--- src/rtl/core/ucfd_pkg.sv ---
// shared types, constants and tables of the uart command frame decoder
// used by ucfd_front, ucfd_queue, ucfd_back and uart_command_frame_decoder
// depends on nothing
`default_nettype none

package ucfd_pkg;

	// frame length limit and derived widths
	localparam int FRAME_MAX   = 64;
	localparam int CNT_W       = $clog2(FRAME_MAX + 1);
	localparam int STORE_DEPTH = 7;
	localparam int STORE_IDX_W = $clog2(STORE_DEPTH);

	// queue between front and back
	localparam int QUEUE_DEPTH = 2;
	localparam int QPTR_W      = (QUEUE_DEPTH > 1) ? $clog2(QUEUE_DEPTH) : 1;
	localparam int QCNT_W      = $clog2(QUEUE_DEPTH + 1);

	// input kinds
	localparam logic OP_BYTE    = 1'b0;
	localparam logic OP_TIMEOUT = 1'b1;

	// frame framing bytes
	localparam logic [7:0] HDR0_BYTE = 8'h41;
	localparam logic [7:0] HDR1_BYTE = 8'h44;
	localparam logic [7:0] TERM_BYTE = 8'hFE;

	// command bytes
	localparam logic [7:0] CMD_TV  = 8'h54;
	localparam logic [7:0] CMD_PIC = 8'h4E;
	localparam logic [7:0] CMD_SW  = 8'h53;

	// picture register addresses
	localparam logic [7:0] PIC_BRIGHT = 8'h0A;
	localparam logic [7:0] PIC_CONTR  = 8'h08;
	localparam logic [7:0] PIC_SAT    = 8'hE3;

	// switch command arguments
	localparam logic [7:0] ARG_ON         = 8'hFD;
	localparam logic [7:0] ARG_OFF        = 8'h01;
	localparam logic [7:0] ARG_SMOOTH_ON  = 8'h90;
	localparam logic [7:0] ARG_SMOOTH_OFF = 8'h91;
	localparam logic [7:0] ARG_DOUBLE_ON  = 8'h30;
	localparam logic [7:0] ARG_DOUBLE_OFF = 8'h31;
	localparam logic [7:0] ARG_COMPAT_ON  = 8'hA0;
	localparam logic [7:0] ARG_COMPAT_OFF = 8'hA1;
	localparam logic [7:0] ARG_YPBPR      = 8'h70;
	localparam logic [7:0] ARG_ACE_ON     = 8'h80;
	localparam logic [7:0] ARG_ACE_OFF    = 8'h81;

	// switch command argument classes by high nibble
	localparam logic [3:0] NIB_SVIDEO = 4'h1;
	localparam logic [3:0] NIB_CVBS   = 4'h2;
	localparam logic [3:0] NIB_RGBS   = 4'h4;
	localparam logic [3:0] NIB_RGSB   = 4'h5;
	localparam logic [3:0] NIB_VGA    = 4'h6;

	// action codes
	localparam logic [4:0] ACT_REJECT     = 5'd0;
	localparam logic [4:0] ACT_TV         = 5'd1;
	localparam logic [4:0] ACT_PICTURE    = 5'd2;
	localparam logic [4:0] ACT_ON         = 5'd3;
	localparam logic [4:0] ACT_OFF        = 5'd4;
	localparam logic [4:0] ACT_SVIDEO     = 5'd5;
	localparam logic [4:0] ACT_CVBS       = 5'd6;
	localparam logic [4:0] ACT_SMOOTH_ON  = 5'd7;
	localparam logic [4:0] ACT_SMOOTH_OFF = 5'd8;
	localparam logic [4:0] ACT_DOUBLE_ON  = 5'd9;
	localparam logic [4:0] ACT_DOUBLE_OFF = 5'd10;
	localparam logic [4:0] ACT_COMPAT_ON  = 5'd11;
	localparam logic [4:0] ACT_COMPAT_OFF = 5'd12;
	localparam logic [4:0] ACT_RGBS       = 5'd13;
	localparam logic [4:0] ACT_RGSB       = 5'd14;
	localparam logic [4:0] ACT_VGA        = 5'd15;
	localparam logic [4:0] ACT_YPBPR      = 5'd16;
	localparam logic [4:0] ACT_ACE_ON     = 5'd17;
	localparam logic [4:0] ACT_ACE_OFF    = 5'd18;
	localparam logic [4:0] ACT_UNKNOWN    = 5'd19;

	// input source codes
	localparam logic [2:0] SRC_RGBS   = 3'd1;
	localparam logic [2:0] SRC_RGSB   = 3'd2;
	localparam logic [2:0] SRC_VGA    = 3'd3;
	localparam logic [2:0] SRC_YPBPR  = 3'd4;
	localparam logic [2:0] SRC_SVIDEO = 3'd5;
	localparam logic [2:0] SRC_CVBS   = 3'd6;

	// mode flag bit positions
	localparam int FLAG_VIDEO  = 0;
	localparam int FLAG_DOUBLE = 1;
	localparam int FLAG_SMOOTH = 2;
	localparam int FLAG_ACE    = 3;

	// register map
	localparam logic REG_VIDEO_SELECT = 1'b0;
	localparam logic [7:0] VIDEO_SELECT_RESET = 8'd7;

	// tv standard code by low nibble of an s-video or composite argument
	localparam logic [7:0] STD_CODE [16] = '{
		8'h04, 8'h04, 8'h84, 8'h54, 8'h64, 8'h74, 8'h44, 8'h94,
		8'hA4, 8'hB4, 8'hC4, 8'hD4, 8'hE4, 8'h04, 8'h04, 8'h04
	};

	// one ended frame as classified by the front
	typedef struct packed {
		logic       ok;
		logic [7:0] cmd;
		logic [7:0] arg;
		logic [7:0] prm;
	} frame_t;

	// one result item
	typedef struct packed {
		logic       frame_ok;
		logic [4:0] action;
		logic       write_valid;
		logic [7:0] write_reg;
		logic [7:0] write_value;
		logic [7:0] switch_state;
		logic       switch_changed;
		logic [2:0] input_source;
		logic       video_enable;
		logic       double_line;
		logic       smooth;
		logic       ace;
	} result_t;

endpackage

`default_nettype wire

--- src/rtl/core/ucfd_front.sv ---
// front of the uart command frame decoder: byte capture, frame end, frame check
// depends on ucfd_pkg
`default_nettype none

module ucfd_front (
	input  wire logic            clk,
	input  wire logic            arst_n,
	input  wire logic            in_valid,
	output logic                 in_ready,
	input  wire logic            in_op,
	input  wire logic [7:0]      in_byte,
	output logic                 push,
	output ucfd_pkg::frame_t     push_frame,
	input  wire logic            queue_full
);

	logic [7:0]                 store_q [ucfd_pkg::STORE_DEPTH];
	logic [7:0]                 store_n [ucfd_pkg::STORE_DEPTH];
	logic [ucfd_pkg::CNT_W-1:0] cnt_q;
	logic [ucfd_pkg::CNT_W-1:0] cnt_inc;
	logic                       is_byte;
	logic                       accept;
	logic                       frame_end;
	logic [7:0]                 sum;
	logic                       ok;

	assign in_ready = ~queue_full;
	assign accept   = in_valid & in_ready;
	assign is_byte  = (in_op == ucfd_pkg::OP_BYTE);
	assign cnt_inc  = cnt_q + ucfd_pkg::CNT_W'(1);

	// store contents with this byte placed
	always_comb begin
		for (int i = 0; i < ucfd_pkg::STORE_DEPTH; i++) begin
			store_n[i] = store_q[i];
		end
		if (is_byte && (cnt_q < ucfd_pkg::CNT_W'(ucfd_pkg::STORE_DEPTH))) begin
			store_n[cnt_q[ucfd_pkg::STORE_IDX_W-1:0]] = in_byte;
		end
	end

	// frame end: length limit reached or timeout after at least one byte
	assign frame_end = is_byte ? (cnt_inc == ucfd_pkg::CNT_W'(ucfd_pkg::FRAME_MAX))
	                           : (cnt_q != '0);

	// header, terminator and checksum
	assign sum = store_n[0] + store_n[1] + store_n[2] + store_n[3] + store_n[4] + store_n[5];
	assign ok  = (store_n[0] == ucfd_pkg::HDR0_BYTE) && (store_n[1] == ucfd_pkg::HDR1_BYTE) &&
	             (store_n[5] == ucfd_pkg::TERM_BYTE) && (store_n[6] == sum);

	assign push           = accept & frame_end;
	assign push_frame.ok  = ok;
	assign push_frame.cmd = store_n[2];
	assign push_frame.arg = store_n[3];
	assign push_frame.prm = store_n[4];

	// capture store and byte counter
	always_ff @(posedge clk or negedge arst_n) begin
		if (!arst_n) begin
			cnt_q <= '0;
			for (int i = 0; i < ucfd_pkg::STORE_DEPTH; i++) begin
				store_q[i] <= '0;
			end
		end else if (accept) begin
			if (frame_end) begin
				cnt_q <= '0;
				for (int i = 0; i < ucfd_pkg::STORE_DEPTH; i++) begin
					store_q[i] <= ok ? store_n[i] : 8'd0;
				end
			end else if (is_byte) begin
				cnt_q <= cnt_inc;
				for (int i = 0; i < ucfd_pkg::STORE_DEPTH; i++) begin
					store_q[i] <= store_n[i];
				end
			end
		end
	end

endmodule

`default_nettype wire

--- src/rtl/core/ucfd_queue.sv ---
// short frame queue between front and back of the uart command frame decoder
// depends on ucfd_pkg
`default_nettype none

module ucfd_queue (
	input  wire logic             clk,
	input  wire logic             arst_n,
	input  wire logic             push,
	input  wire ucfd_pkg::frame_t push_frame,
	output logic                  full,
	output logic                  head_valid,
	output ucfd_pkg::frame_t      head_frame,
	input  wire logic             pop
);

	ucfd_pkg::frame_t            entry_q [ucfd_pkg::QUEUE_DEPTH];
	logic [ucfd_pkg::QPTR_W-1:0] wr_ptr_q;
	logic [ucfd_pkg::QPTR_W-1:0] rd_ptr_q;
	logic [ucfd_pkg::QCNT_W-1:0] count_q;
	logic                        do_push;
	logic                        do_pop;

	assign full       = (count_q == ucfd_pkg::QCNT_W'(ucfd_pkg::QUEUE_DEPTH));
	assign head_valid = (count_q != '0);
	assign head_frame = entry_q[rd_ptr_q];
	assign do_push    = push & ~full;
	assign do_pop     = pop & head_valid;

	// entries
	always_ff @(posedge clk) begin
		if (do_push) begin
			entry_q[wr_ptr_q] <= push_frame;
		end
	end

	// pointers and fill count
	always_ff @(posedge clk or negedge arst_n) begin
		if (!arst_n) begin
			wr_ptr_q <= '0;
			rd_ptr_q <= '0;
			count_q  <= '0;
		end else begin
			if (do_push) begin
				wr_ptr_q <= (wr_ptr_q == ucfd_pkg::QPTR_W'(ucfd_pkg::QUEUE_DEPTH - 1)) ? '0
				            : wr_ptr_q + ucfd_pkg::QPTR_W'(1);
			end
			if (do_pop) begin
				rd_ptr_q <= (rd_ptr_q == ucfd_pkg::QPTR_W'(ucfd_pkg::QUEUE_DEPTH - 1)) ? '0
				            : rd_ptr_q + ucfd_pkg::QPTR_W'(1);
			end
			if (do_push && !do_pop) begin
				count_q <= count_q + ucfd_pkg::QCNT_W'(1);
			end else if (do_pop && !do_push) begin
				count_q <= count_q - ucfd_pkg::QCNT_W'(1);
			end
		end
	end

endmodule

`default_nettype wire

--- src/rtl/core/ucfd_back.sv ---
// back of the uart command frame decoder: command execution, kept settings,
// result register; depends on ucfd_pkg
`default_nettype none

module ucfd_back (
	input  wire logic             clk,
	input  wire logic             arst_n,
	input  wire logic             head_valid,
	input  wire ucfd_pkg::frame_t head_frame,
	output logic                  pop,
	input  wire logic [7:0]       video_select,
	output logic                  out_valid,
	input  wire logic             out_ready,
	output ucfd_pkg::result_t     out_result
);

	logic [7:0]        sw_q;
	logic [2:0]        src_q;
	logic [3:0]        flags_q;
	logic              out_valid_q;
	ucfd_pkg::result_t out_result_q;

	logic [7:0]        sw_n;
	logic [2:0]        src_n;
	logic [3:0]        flags_n;
	ucfd_pkg::result_t res;
	logic [7:0]        a;
	logic [3:0]        hi;

	// switch word with bit 7 (av connect) kept
	function automatic logic [7:0] set_sw(input logic [7:0] cur, input logic s1,
	                                      input logic [3:0] s2, input logic s3,
	                                      input logic s4);
		set_sw = {cur[7], s4, s3, s2, s1};
	endfunction

	assign a  = head_frame.arg;
	assign hi = a[7:4];

	// command decode against the kept settings
	always_comb begin
		sw_n    = sw_q;
		src_n   = src_q;
		flags_n = flags_q;
		res     = '0;
		res.frame_ok = head_frame.ok;
		res.action   = head_frame.ok ? ucfd_pkg::ACT_UNKNOWN : ucfd_pkg::ACT_REJECT;
		if (head_frame.ok) begin
			priority if (head_frame.cmd == ucfd_pkg::CMD_TV) begin
				res.action      = ucfd_pkg::ACT_TV;
				res.write_valid = 1'b1;
				res.write_reg   = video_select;
				res.write_value = a;
			end else if (head_frame.cmd == ucfd_pkg::CMD_PIC) begin
				if (a == ucfd_pkg::PIC_BRIGHT || a == ucfd_pkg::PIC_CONTR ||
				    a == ucfd_pkg::PIC_SAT) begin
					res.action      = ucfd_pkg::ACT_PICTURE;
					res.write_valid = 1'b1;
					res.write_reg   = a;
					res.write_value = head_frame.prm;
				end
			end else if (head_frame.cmd == ucfd_pkg::CMD_SW) begin
				priority if (a == ucfd_pkg::ARG_ON) begin
					res.action = ucfd_pkg::ACT_ON;
					flags_n[ucfd_pkg::FLAG_VIDEO] = 1'b1;
				end else if (a == ucfd_pkg::ARG_OFF) begin
					res.action = ucfd_pkg::ACT_OFF;
					flags_n[ucfd_pkg::FLAG_VIDEO] = 1'b0;
				end else if (hi == ucfd_pkg::NIB_SVIDEO || hi == ucfd_pkg::NIB_CVBS) begin
					res.action = (hi == ucfd_pkg::NIB_SVIDEO) ? ucfd_pkg::ACT_SVIDEO
					                                          : ucfd_pkg::ACT_CVBS;
					sw_n = set_sw({1'b1, sw_q[6:0]}, 1'b0, 4'd0, 1'b1, 1'b0);
					res.switch_changed = 1'b1;
					flags_n[ucfd_pkg::FLAG_VIDEO] = 1'b1;
					src_n = (hi == ucfd_pkg::NIB_SVIDEO) ? ucfd_pkg::SRC_SVIDEO
					                                     : ucfd_pkg::SRC_CVBS;
					// nonzero low nibble selects a tv standard
					if (a[3:0] != 4'd0) begin
						res.write_valid = 1'b1;
						res.write_reg   = video_select;
						res.write_value = ucfd_pkg::STD_CODE[a[3:0]];
					end
				end else if (a == ucfd_pkg::ARG_SMOOTH_ON || a == ucfd_pkg::ARG_SMOOTH_OFF) begin
					res.action = (a == ucfd_pkg::ARG_SMOOTH_ON) ? ucfd_pkg::ACT_SMOOTH_ON
					                                            : ucfd_pkg::ACT_SMOOTH_OFF;
					// smoothing only follows while line doubling is on
					if (flags_q[ucfd_pkg::FLAG_DOUBLE]) begin
						flags_n[ucfd_pkg::FLAG_SMOOTH] = (a == ucfd_pkg::ARG_SMOOTH_ON);
					end
				end else if (a == ucfd_pkg::ARG_DOUBLE_ON) begin
					res.action = ucfd_pkg::ACT_DOUBLE_ON;
					flags_n[ucfd_pkg::FLAG_DOUBLE] = 1'b1;
				end else if (a == ucfd_pkg::ARG_DOUBLE_OFF) begin
					res.action = ucfd_pkg::ACT_DOUBLE_OFF;
					flags_n[ucfd_pkg::FLAG_DOUBLE] = 1'b0;
					flags_n[ucfd_pkg::FLAG_SMOOTH] = 1'b0;
				end else if (a == ucfd_pkg::ARG_COMPAT_ON || a == ucfd_pkg::ARG_COMPAT_OFF) begin
					res.action = (a == ucfd_pkg::ARG_COMPAT_ON) ? ucfd_pkg::ACT_COMPAT_ON
					                                            : ucfd_pkg::ACT_COMPAT_OFF;
					sw_n = set_sw(sw_q, sw_q[0], {3'd0, (a == ucfd_pkg::ARG_COMPAT_ON)},
					              sw_q[5], sw_q[6]);
					res.switch_changed = 1'b1;
				end else if (hi == ucfd_pkg::NIB_RGBS || hi == ucfd_pkg::NIB_RGSB) begin
					res.action = (hi == ucfd_pkg::NIB_RGBS) ? ucfd_pkg::ACT_RGBS
					                                        : ucfd_pkg::ACT_RGSB;
					sw_n = set_sw({1'b0, sw_q[6:0]}, 1'b0, {3'd0, a[0]},
					              (hi == ucfd_pkg::NIB_RGSB), (hi == ucfd_pkg::NIB_RGBS));
					res.switch_changed = 1'b1;
					flags_n[ucfd_pkg::FLAG_VIDEO] = 1'b0;
					src_n = (hi == ucfd_pkg::NIB_RGBS) ? ucfd_pkg::SRC_RGBS
					                                   : ucfd_pkg::SRC_RGSB;
				end else if (hi == ucfd_pkg::NIB_VGA) begin
					res.action = ucfd_pkg::ACT_VGA;
					sw_n = set_sw(sw_q, 1'b1, a[3:0], 1'b1, 1'b1);
					res.switch_changed = 1'b1;
					flags_n[ucfd_pkg::FLAG_VIDEO] = 1'b0;
					src_n = ucfd_pkg::SRC_VGA;
				end else if (a == ucfd_pkg::ARG_YPBPR) begin
					res.action = ucfd_pkg::ACT_YPBPR;
					sw_n = set_sw(sw_q, 1'b0, 4'd0, 1'b1, 1'b0);
					res.switch_changed = 1'b1;
					flags_n[ucfd_pkg::FLAG_VIDEO] = 1'b0;
					src_n = ucfd_pkg::SRC_YPBPR;
				end else if (a == ucfd_pkg::ARG_ACE_ON || a == ucfd_pkg::ARG_ACE_OFF) begin
					res.action = (a == ucfd_pkg::ARG_ACE_ON) ? ucfd_pkg::ACT_ACE_ON
					                                         : ucfd_pkg::ACT_ACE_OFF;
					flags_n[ucfd_pkg::FLAG_ACE] = (a == ucfd_pkg::ARG_ACE_ON);
				end else begin
					res.action = ucfd_pkg::ACT_UNKNOWN;
				end
			end else begin
				res.action = ucfd_pkg::ACT_UNKNOWN;
			end
		end
		res.switch_state = sw_n;
		res.input_source = src_n;
		res.video_enable = flags_n[ucfd_pkg::FLAG_VIDEO];
		res.double_line  = flags_n[ucfd_pkg::FLAG_DOUBLE];
		res.smooth       = flags_n[ucfd_pkg::FLAG_SMOOTH];
		res.ace          = flags_n[ucfd_pkg::FLAG_ACE];
	end

	// take the next frame whenever the result register is free or drains
	assign pop        = head_valid & (~out_valid_q | out_ready);
	assign out_valid  = out_valid_q;
	assign out_result = out_result_q;

	// kept settings and result valid
	always_ff @(posedge clk or negedge arst_n) begin
		if (!arst_n) begin
			sw_q        <= '0;
			src_q       <= '0;
			flags_q     <= '0;
			out_valid_q <= 1'b0;
		end else begin
			if (pop) begin
				sw_q    <= sw_n;
				src_q   <= src_n;
				flags_q <= flags_n;
			end
			if (pop) begin
				out_valid_q <= 1'b1;
			end else if (out_ready) begin
				out_valid_q <= 1'b0;
			end
		end
	end

	// result payload
	always_ff @(posedge clk) begin
		if (pop) begin
			out_result_q <= res;
		end
	end

endmodule

`default_nettype wire

--- src/rtl/core/uart_command_frame_decoder.sv ---
// top level of the uart command frame decoder: stream ports, register port,
// front, frame queue and back; depends on ucfd_pkg, ucfd_front, ucfd_queue, ucfd_back
`default_nettype none

// Takes one request per clock: a received UART byte (s_tuser = 0) or an idle
// timeout (s_tuser = 1). Bytes are captured into a seven-byte frame store while
// a counter runs; a frame ends on a timeout after at least one byte or on the
// 64th byte. Each ended frame yields exactly one result on the m side. The
// front checks header, terminator and checksum in the same cycle that it
// accepts the ending request and writes the frame into the queue at that edge.
// The back takes the frame from the queue head and decodes the command into
// the result register whenever that register is free or drains, and m_tvalid
// stays high until the result is taken. A two-entry frame queue parts
// the two halves, so the input keeps taking one request per cycle while a
// result waits; s_tready only drops when that queue is full. Register
// video_select (byte address 0) gives the decoder register address used for
// TV standard writes and resets to 7; write it only while no frame is in flight.
module uart_command_frame_decoder (
	input  wire logic        clk,
	input  wire logic        arst_n,
	// input stream
	input  wire logic        s_tvalid,
	output logic             s_tready,
	input  wire logic [7:0]  s_tdata,   // [7:0] rx_byte
	input  wire logic [0:0]  s_tuser,   // [0] op
	// result stream
	output logic             m_tvalid,
	input  wire logic        m_tready,
	output logic [39:0]      m_tdata,   // [0] frame_ok, [5:1] action, [6] write_valid,
	                                    // [14:7] write_reg, [22:15] write_value,
	                                    // [30:23] switch_state, [31] switch_changed,
	                                    // [34:32] input_source, [35] video_enable,
	                                    // [36] double_line, [37] smooth, [38] ace,
	                                    // [39] zero
	// register port
	input  wire logic        psel,
	input  wire logic        penable,
	input  wire logic        pwrite,
	input  wire logic [2:0]  paddr,
	input  wire logic [31:0] pwdata,
	output logic [31:0]      prdata,
	output logic             pready
);

	logic              push;
	ucfd_pkg::frame_t  push_frame;
	logic              queue_full;
	logic              head_valid;
	ucfd_pkg::frame_t  head_frame;
	logic              pop;
	logic [7:0]        video_select_q;
	ucfd_pkg::result_t result;

	// register port
	assign pready = 1'b1;
	assign prdata = (paddr[2] == ucfd_pkg::REG_VIDEO_SELECT) ? {24'd0, video_select_q} : 32'd0;

	always_ff @(posedge clk or negedge arst_n) begin
		if (!arst_n) begin
			video_select_q <= ucfd_pkg::VIDEO_SELECT_RESET;
		end else if (psel && penable && pwrite && pready &&
		             (paddr[2] == ucfd_pkg::REG_VIDEO_SELECT)) begin
			video_select_q <= pwdata[7:0];
		end
	end

	ucfd_front u_front (
		.clk        (clk),
		.arst_n     (arst_n),
		.in_valid   (s_tvalid),
		.in_ready   (s_tready),
		.in_op      (s_tuser[0]),
		.in_byte    (s_tdata),
		.push       (push),
		.push_frame (push_frame),
		.queue_full (queue_full)
	);

	ucfd_queue u_queue (
		.clk        (clk),
		.arst_n     (arst_n),
		.push       (push),
		.push_frame (push_frame),
		.full       (queue_full),
		.head_valid (head_valid),
		.head_frame (head_frame),
		.pop        (pop)
	);

	ucfd_back u_back (
		.clk          (clk),
		.arst_n       (arst_n),
		.head_valid   (head_valid),
		.head_frame   (head_frame),
		.pop          (pop),
		.video_select (video_select_q),
		.out_valid    (m_tvalid),
		.out_ready    (m_tready),
		.out_result   (result)
	);

	// result packing, first field lowest
	assign m_tdata = {1'b0, result.ace, result.smooth, result.double_line,
	                  result.video_enable, result.input_source, result.switch_changed,
	                  result.switch_state, result.write_value, result.write_reg,
	                  result.write_valid, result.action, result.frame_ok};

endmodule

`default_nettype wire

--- config.mk ---
export PLATFORM = sky130hd
export DESIGN_NAME = uart_command_frame_decoder
export DESIGN_NICKNAME = d
export VERILOG_FILES = /design/src/rtl/core/ucfd_pkg.sv /design/src/rtl/core/ucfd_front.sv /design/src/rtl/core/ucfd_queue.sv /design/src/rtl/core/ucfd_back.sv /design/src/rtl/core/uart_command_frame_decoder.sv
export SDC_FILE = /design/constraint.sdc
export NUM_CORES = 1
export LEC_CHECK = 0
export BUFFER_PORTS_ARGS = -buffer_cell sky130_fd_sc_hd__buf_2
export CORE_MARGIN = 8
export CORE_UTILIZATION = 45
export CTS_BUF_LIST = sky130_fd_sc_hd__clkbuf_8
export DETAILED_ROUTE_END_ITERATION = 10
export GPL_TIMING_DRIVEN = 0
export PLACE_DENSITY = 0.7
export SLEW_MARGIN = 10
export SYNTH_ARGS = -nofsm -noshare
export SYNTH_HDL_FRONTEND = slang
export SYNTH_SLANG_ARGS = --single-unit
--- constraint.sdc ---
create_clock -name clk -period 14.4 [get_ports clk]
set_clock_uncertainty 0.05 [all_clocks]
set_input_delay 3.6 -clock clk [delete_from_list [all_inputs] [get_ports clk]]
set_output_delay 3.6 -clock clk [all_outputs]
set_load 0.02 [all_outputs]
==> impl_metrics.env <==
export IMPL_setup_tns_ns=0
export IMPL_combPwrFrac_pct=48.4
export IMPL_drt_iter0_drc=705
export IMPL_ys_warnings_count=0
export IMPL_synth_area_um2=10700
export IMPL_tightest_slew_ns=1.21
export IMPL_io_pins=126
export IMPL_pwr_density_cell_nw_per_um2=175
export IMPL_layout_drive_gt1_share_pct=17.4
export IMPL_clk_latency_ns=0.47
export IMPL_cp_num_buf_inv=7
export IMPL_first_pass_iters=6
export IMPL_cts_tree="built"
export IMPL_routed_wl_mm=27.6
export IMPL_start_util_pct=45.8
export IMPL_cp_cell_sequence="buf_2, clkbuf_1, nor3_1, nand3_1, mux2i_1, fa_1, fa_1, inv_1, fa_1, ha_1, inv_1, fa_1, inv_1, a21o_1, a21oi_1, xnor3_1, nor4_1, nand4b_1, and2_1, buf_6, buf_8, o31ai_4"
export IMPL_grt_pass1_vias=8080
export IMPL_min_from="u_front.store_q[11]"
export IMPL_grt_max_degree=49
export IMPL_crit_path_end="u_front.store_q[48]"
export IMPL_drc_errors=0
export IMPL_r2r_end="u_front.store_q[48]"
export IMPL_die_area_um2=29000
export IMPL_area_growth_pct=12.3
export IMPL_place_hpwl_mm=20.9
export IMPL_io_buffer_count=72
export IMPL_reg2reg_from="u_front.cnt_q[4]"
export IMPL_grt_first_pass_wirelength_mm=44.2
export IMPL_crit_required_ns=14.73
export IMPL_slew_violations=0
export IMPL_rrSetupSlack_ns=7.07
export IMPL_synthXorXnorAreaFrac_pct=2.84
export IMPL_clockRootBuffer="clkbuf_8"
export IMPL_ys_flop_type="edfxtp_1"
export IMPL_netSwitchingPower_uw=908
export IMPL_reg2regPathDepth=22
export IMPL_ys_async_sr_fraction_pct=50.6
export IMPL_setup_viol_count_final=0
export IMPL_critPathLaunch="s_tuser"
export IMPL_final_seq_area_um2=4950
export IMPL_die_h_um=170
export IMPL_vdd_drop_max_mv=0.0992
export IMPL_cp_arrival_ns=10.07
export IMPL_die_w_um=170
export IMPL_synth_top_area_share_pct=24.9
export IMPL_cts_hold_buf=0
export IMPL_end_kind="flop"
export IMPL_power_total_mw=2.11
export IMPL_synth_cell_types=74
export IMPL_yosys_area_share_simple_pct=14.3
export IMPL_synth_cells=1008
export IMPL_std_cell_rows=56
export IMPL_placed_cell_area_um2=11600
export IMPL_status="finished clean"
export IMPL_maxCapViolations=0
export IMPL_vias_per_cell=5.58
export IMPL_cts_setup_buffers=0
export IMPL_power_share_clock_pct=16.5
export IMPL_hold_class="flop to flop"
export IMPL_critPathMaxFanout=10
export IMPL_synth_compound_area_share_pct=15.6
export IMPL_rsz0062_at_grt="false"
export IMPL_cp_common_cell="fa_1"
export IMPL_synth_area_per_cell_um2=10.6
export IMPL_nets=1214
export IMPL_cp_top_family="adder cells"
export IMPL_crit_type="input pin to flop"
export IMPL_grt_antenna_before_repair=0
export IMPL_fillCellCount=2134
export IMPL_p_sw_share_pct=43.1
export IMPL_cpPeakStageDelay_ns=0.66
export IMPL_synth_seq_area_share_pct=46.2
export IMPL_post_route_period_util_pct=67.6
export IMPL_hold_violations=0
export IMPL_antennaDiodeCount=0
export IMPL_yosys_top_cells_count="nand2_1, edfxtp_1, dfrtp_1, a21oi_1, mux2i_1"
export IMPL_synth_edf_count=89
export IMPL_p_seq_share_pct=35.1
export IMPL_wire_per_inst_um=18.9
export IMPL_overflow=0
export IMPL_synthMuxAreaShare_pct=8.67
export IMPL_grt_usage_pct=19.3
export IMPL_yosysTopAreaCell="edfxtp_1"
export IMPL_vias=8139
export IMPL_gp_congestion=0.942
export IMPL_clkSlewWorstSetupHoldPaths_ns=0.10
export IMPL_ys_ff_latch=180
export IMPL_yosysMostFrequentCell="nand2_1"
export IMPL_path_depth=22
export IMPL_cp_slowest_cell="nor3_1"
export IMPL_power_leakage_nw=5.24
export IMPL_fin_crit_ns=9.74
export IMPL_synthTopCellsByArea="edfxtp_1, dfrtp_1, mux2i_1, fa_1, a21oi_1"
export IMPL_htree_levels=4
export IMPL_max_freq_mhz=103
export IMPL_worst_setup_path_start_kind="input pin"
export IMPL_relSlewSlack_pct=19.0
export IMPL_cts_resized_gates=0
export IMPL_multi_input_area_um2=5190
export IMPL_intPower_mw=1.20
export IMPL_whs_ns=0.449
export IMPL_cts_buffers_inserted=17
export IMPL_core_area_um2=23400
export IMPL_clock_sinks=180
export IMPL_detail_route_antenna_nets=0
export IMPL_cts_max_path_buffers=2
export IMPL_fin_area_um2=12000
export IMPL_synthAdderAreaFrac_pct=6.09
export IMPL_synth_top_family_by_area="compound AO/OA/AOI/OAI gates"
-- power by group through the flow --
stage / sequential, mW / combinational, mW / clock (mW)
after global placement: 0.750 / 0.990 / 0
after floorplan: 0.781 / 0.706 / 0
final: 0.740 / 1.02 / 0.348
after CTS: 0.739 / 1.02 / 0.356
after global routing: 0.752 / 1.12 / 0.375
after detailed placement: 0.750 / 1.01 / 0
-- tightest hold or removal path, cell delays in order (launching register included) --
cell     delay [ns]
dfrtp_1        0.36
nand2_1        0.05
o31ai_1        0.06
-- placed cells by master (no fill, tap or decap), types with 6 or more instances in the layout --
| cell | Yosys | layout |
|---|---|---|
| a21oi_1 | 86 | 86 |
| a22o_1 | 7 | 7 |
| a22oi_1 | 11 | 11 |
| a2bb2oi_1 | 6 | 6 |
| a31oi_1 | 8 | 8 |
| and2_1 | 12 | 12 |
| and3_1 | 12 | 12 |
| buf_2 | 3 | 74 |
| buf_4 | 26 | 28 |
| buf_6 | 6 | 7 |
| clkbuf_1 | 42 | 41 |
| clkbuf_8 | 0 | 17 |
| conb_1 | 2 | 26 |
| dfrtp_1 | 88 | 88 |
| edfxtp_1 | 89 | 89 |
| fa_1 | 27 | 27 |
| ha_1 | 9 | 9 |
| inv_1 | 53 | 53 |
| mux2_2 | 23 | 23 |
| mux2i_1 | 67 | 67 |
| nand2_1 | 99 | 99 |
| nand2b_1 | 14 | 14 |
| nand3_1 | 20 | 20 |
| nand3b_1 | 8 | 8 |
| nand4_1 | 7 | 7 |
| nor2_1 | 56 | 56 |
| nor2b_1 | 13 | 13 |
| nor3_1 | 17 | 16 |
| nor4_1 | 8 | 8 |
| o211ai_1 | 7 | 7 |
| o21ai_0 | 34 | 34 |
| o21ai_1 | 9 | 9 |
| o31ai_1 | 9 | 9 |
| o31ai_4 | 14 | 14 |
| or3b_2 | 8 | 8 |
| xnor2_1 | 18 | 18 |
| xor2_1 | 9 | 9 |
-- cell families after synthesis --
family,count (synthesis)
simple gates,300
compound gates,234
flops,180
buf+inv,136
mux,90
fa+ha+maj,36
xor+xnor,30
other cells,2
-- layer usage --
metal	global-route usage, %	up-vias	wire, um
met5	0	-	0
met4	6.48	0	676
met3	4.73	55	2140
met2	32.6	323	13300
met1	23.9	3925	11500
li1	-	3836	-
-- worst min-delay path by stage --
stage	end	slack, ns	cells after the start
detailed placement	u_front.store_q[11]	0.42	2
floorplan	u_front.store_q[11]	0.40	2
global placement	u_front.store_q[11]	0.41	2
CTS	u_front.store_q[11]	0.45	2
global route	u_back.flags_q[3]	0.48	1
finish	u_front.store_q[11]	0.45	2
-- registers in the layout (all words and copies together) (netlist names) --
| register | count |
|---|---|
| u_front.store_q | 56 |
| u_queue.entry_q | 50 |
| u_back.out_result | 39 |
| u_back.sw_q | 8 |
| video_select_q | 8 |
| u_front.cnt_q | 7 |
| u_back.flags_q | 4 |
| u_back.src_q | 3 |
| u_queue.count_q | 2 |
| u_back.out_valid | 1 |
| u_queue.rd_ptr_q | 1 |
| u_queue.wr_ptr_q | 1 |
-- final cells by class --
type / count / share of cell area, %
Inverter: 53 / 1.65
Clock buffer: 17 / 1.94
Clock inverter: 15 / 1.34
Tap cell: 319 / 3.31
Multi-Input combinational cell: 716 / 43.1
Sequential cell: 180 / 41.1
Timing Repair Buffer: 76 / 3.56
Buffer: 83 / 3.91
-- per-stage QoR --
stage	setup slack [ns]	utilization, %	cells
final	4.66	51.4	1459
after global routing	4.34	51.4	1459
after CTS	4.73	51.4	1459
after detailed placement	4.25	49.8	1427
after global placement	4.25	49.4	1423
after floorplan	5.63	-	1032
Note: power is estimated with default switching activity, not from simulation.
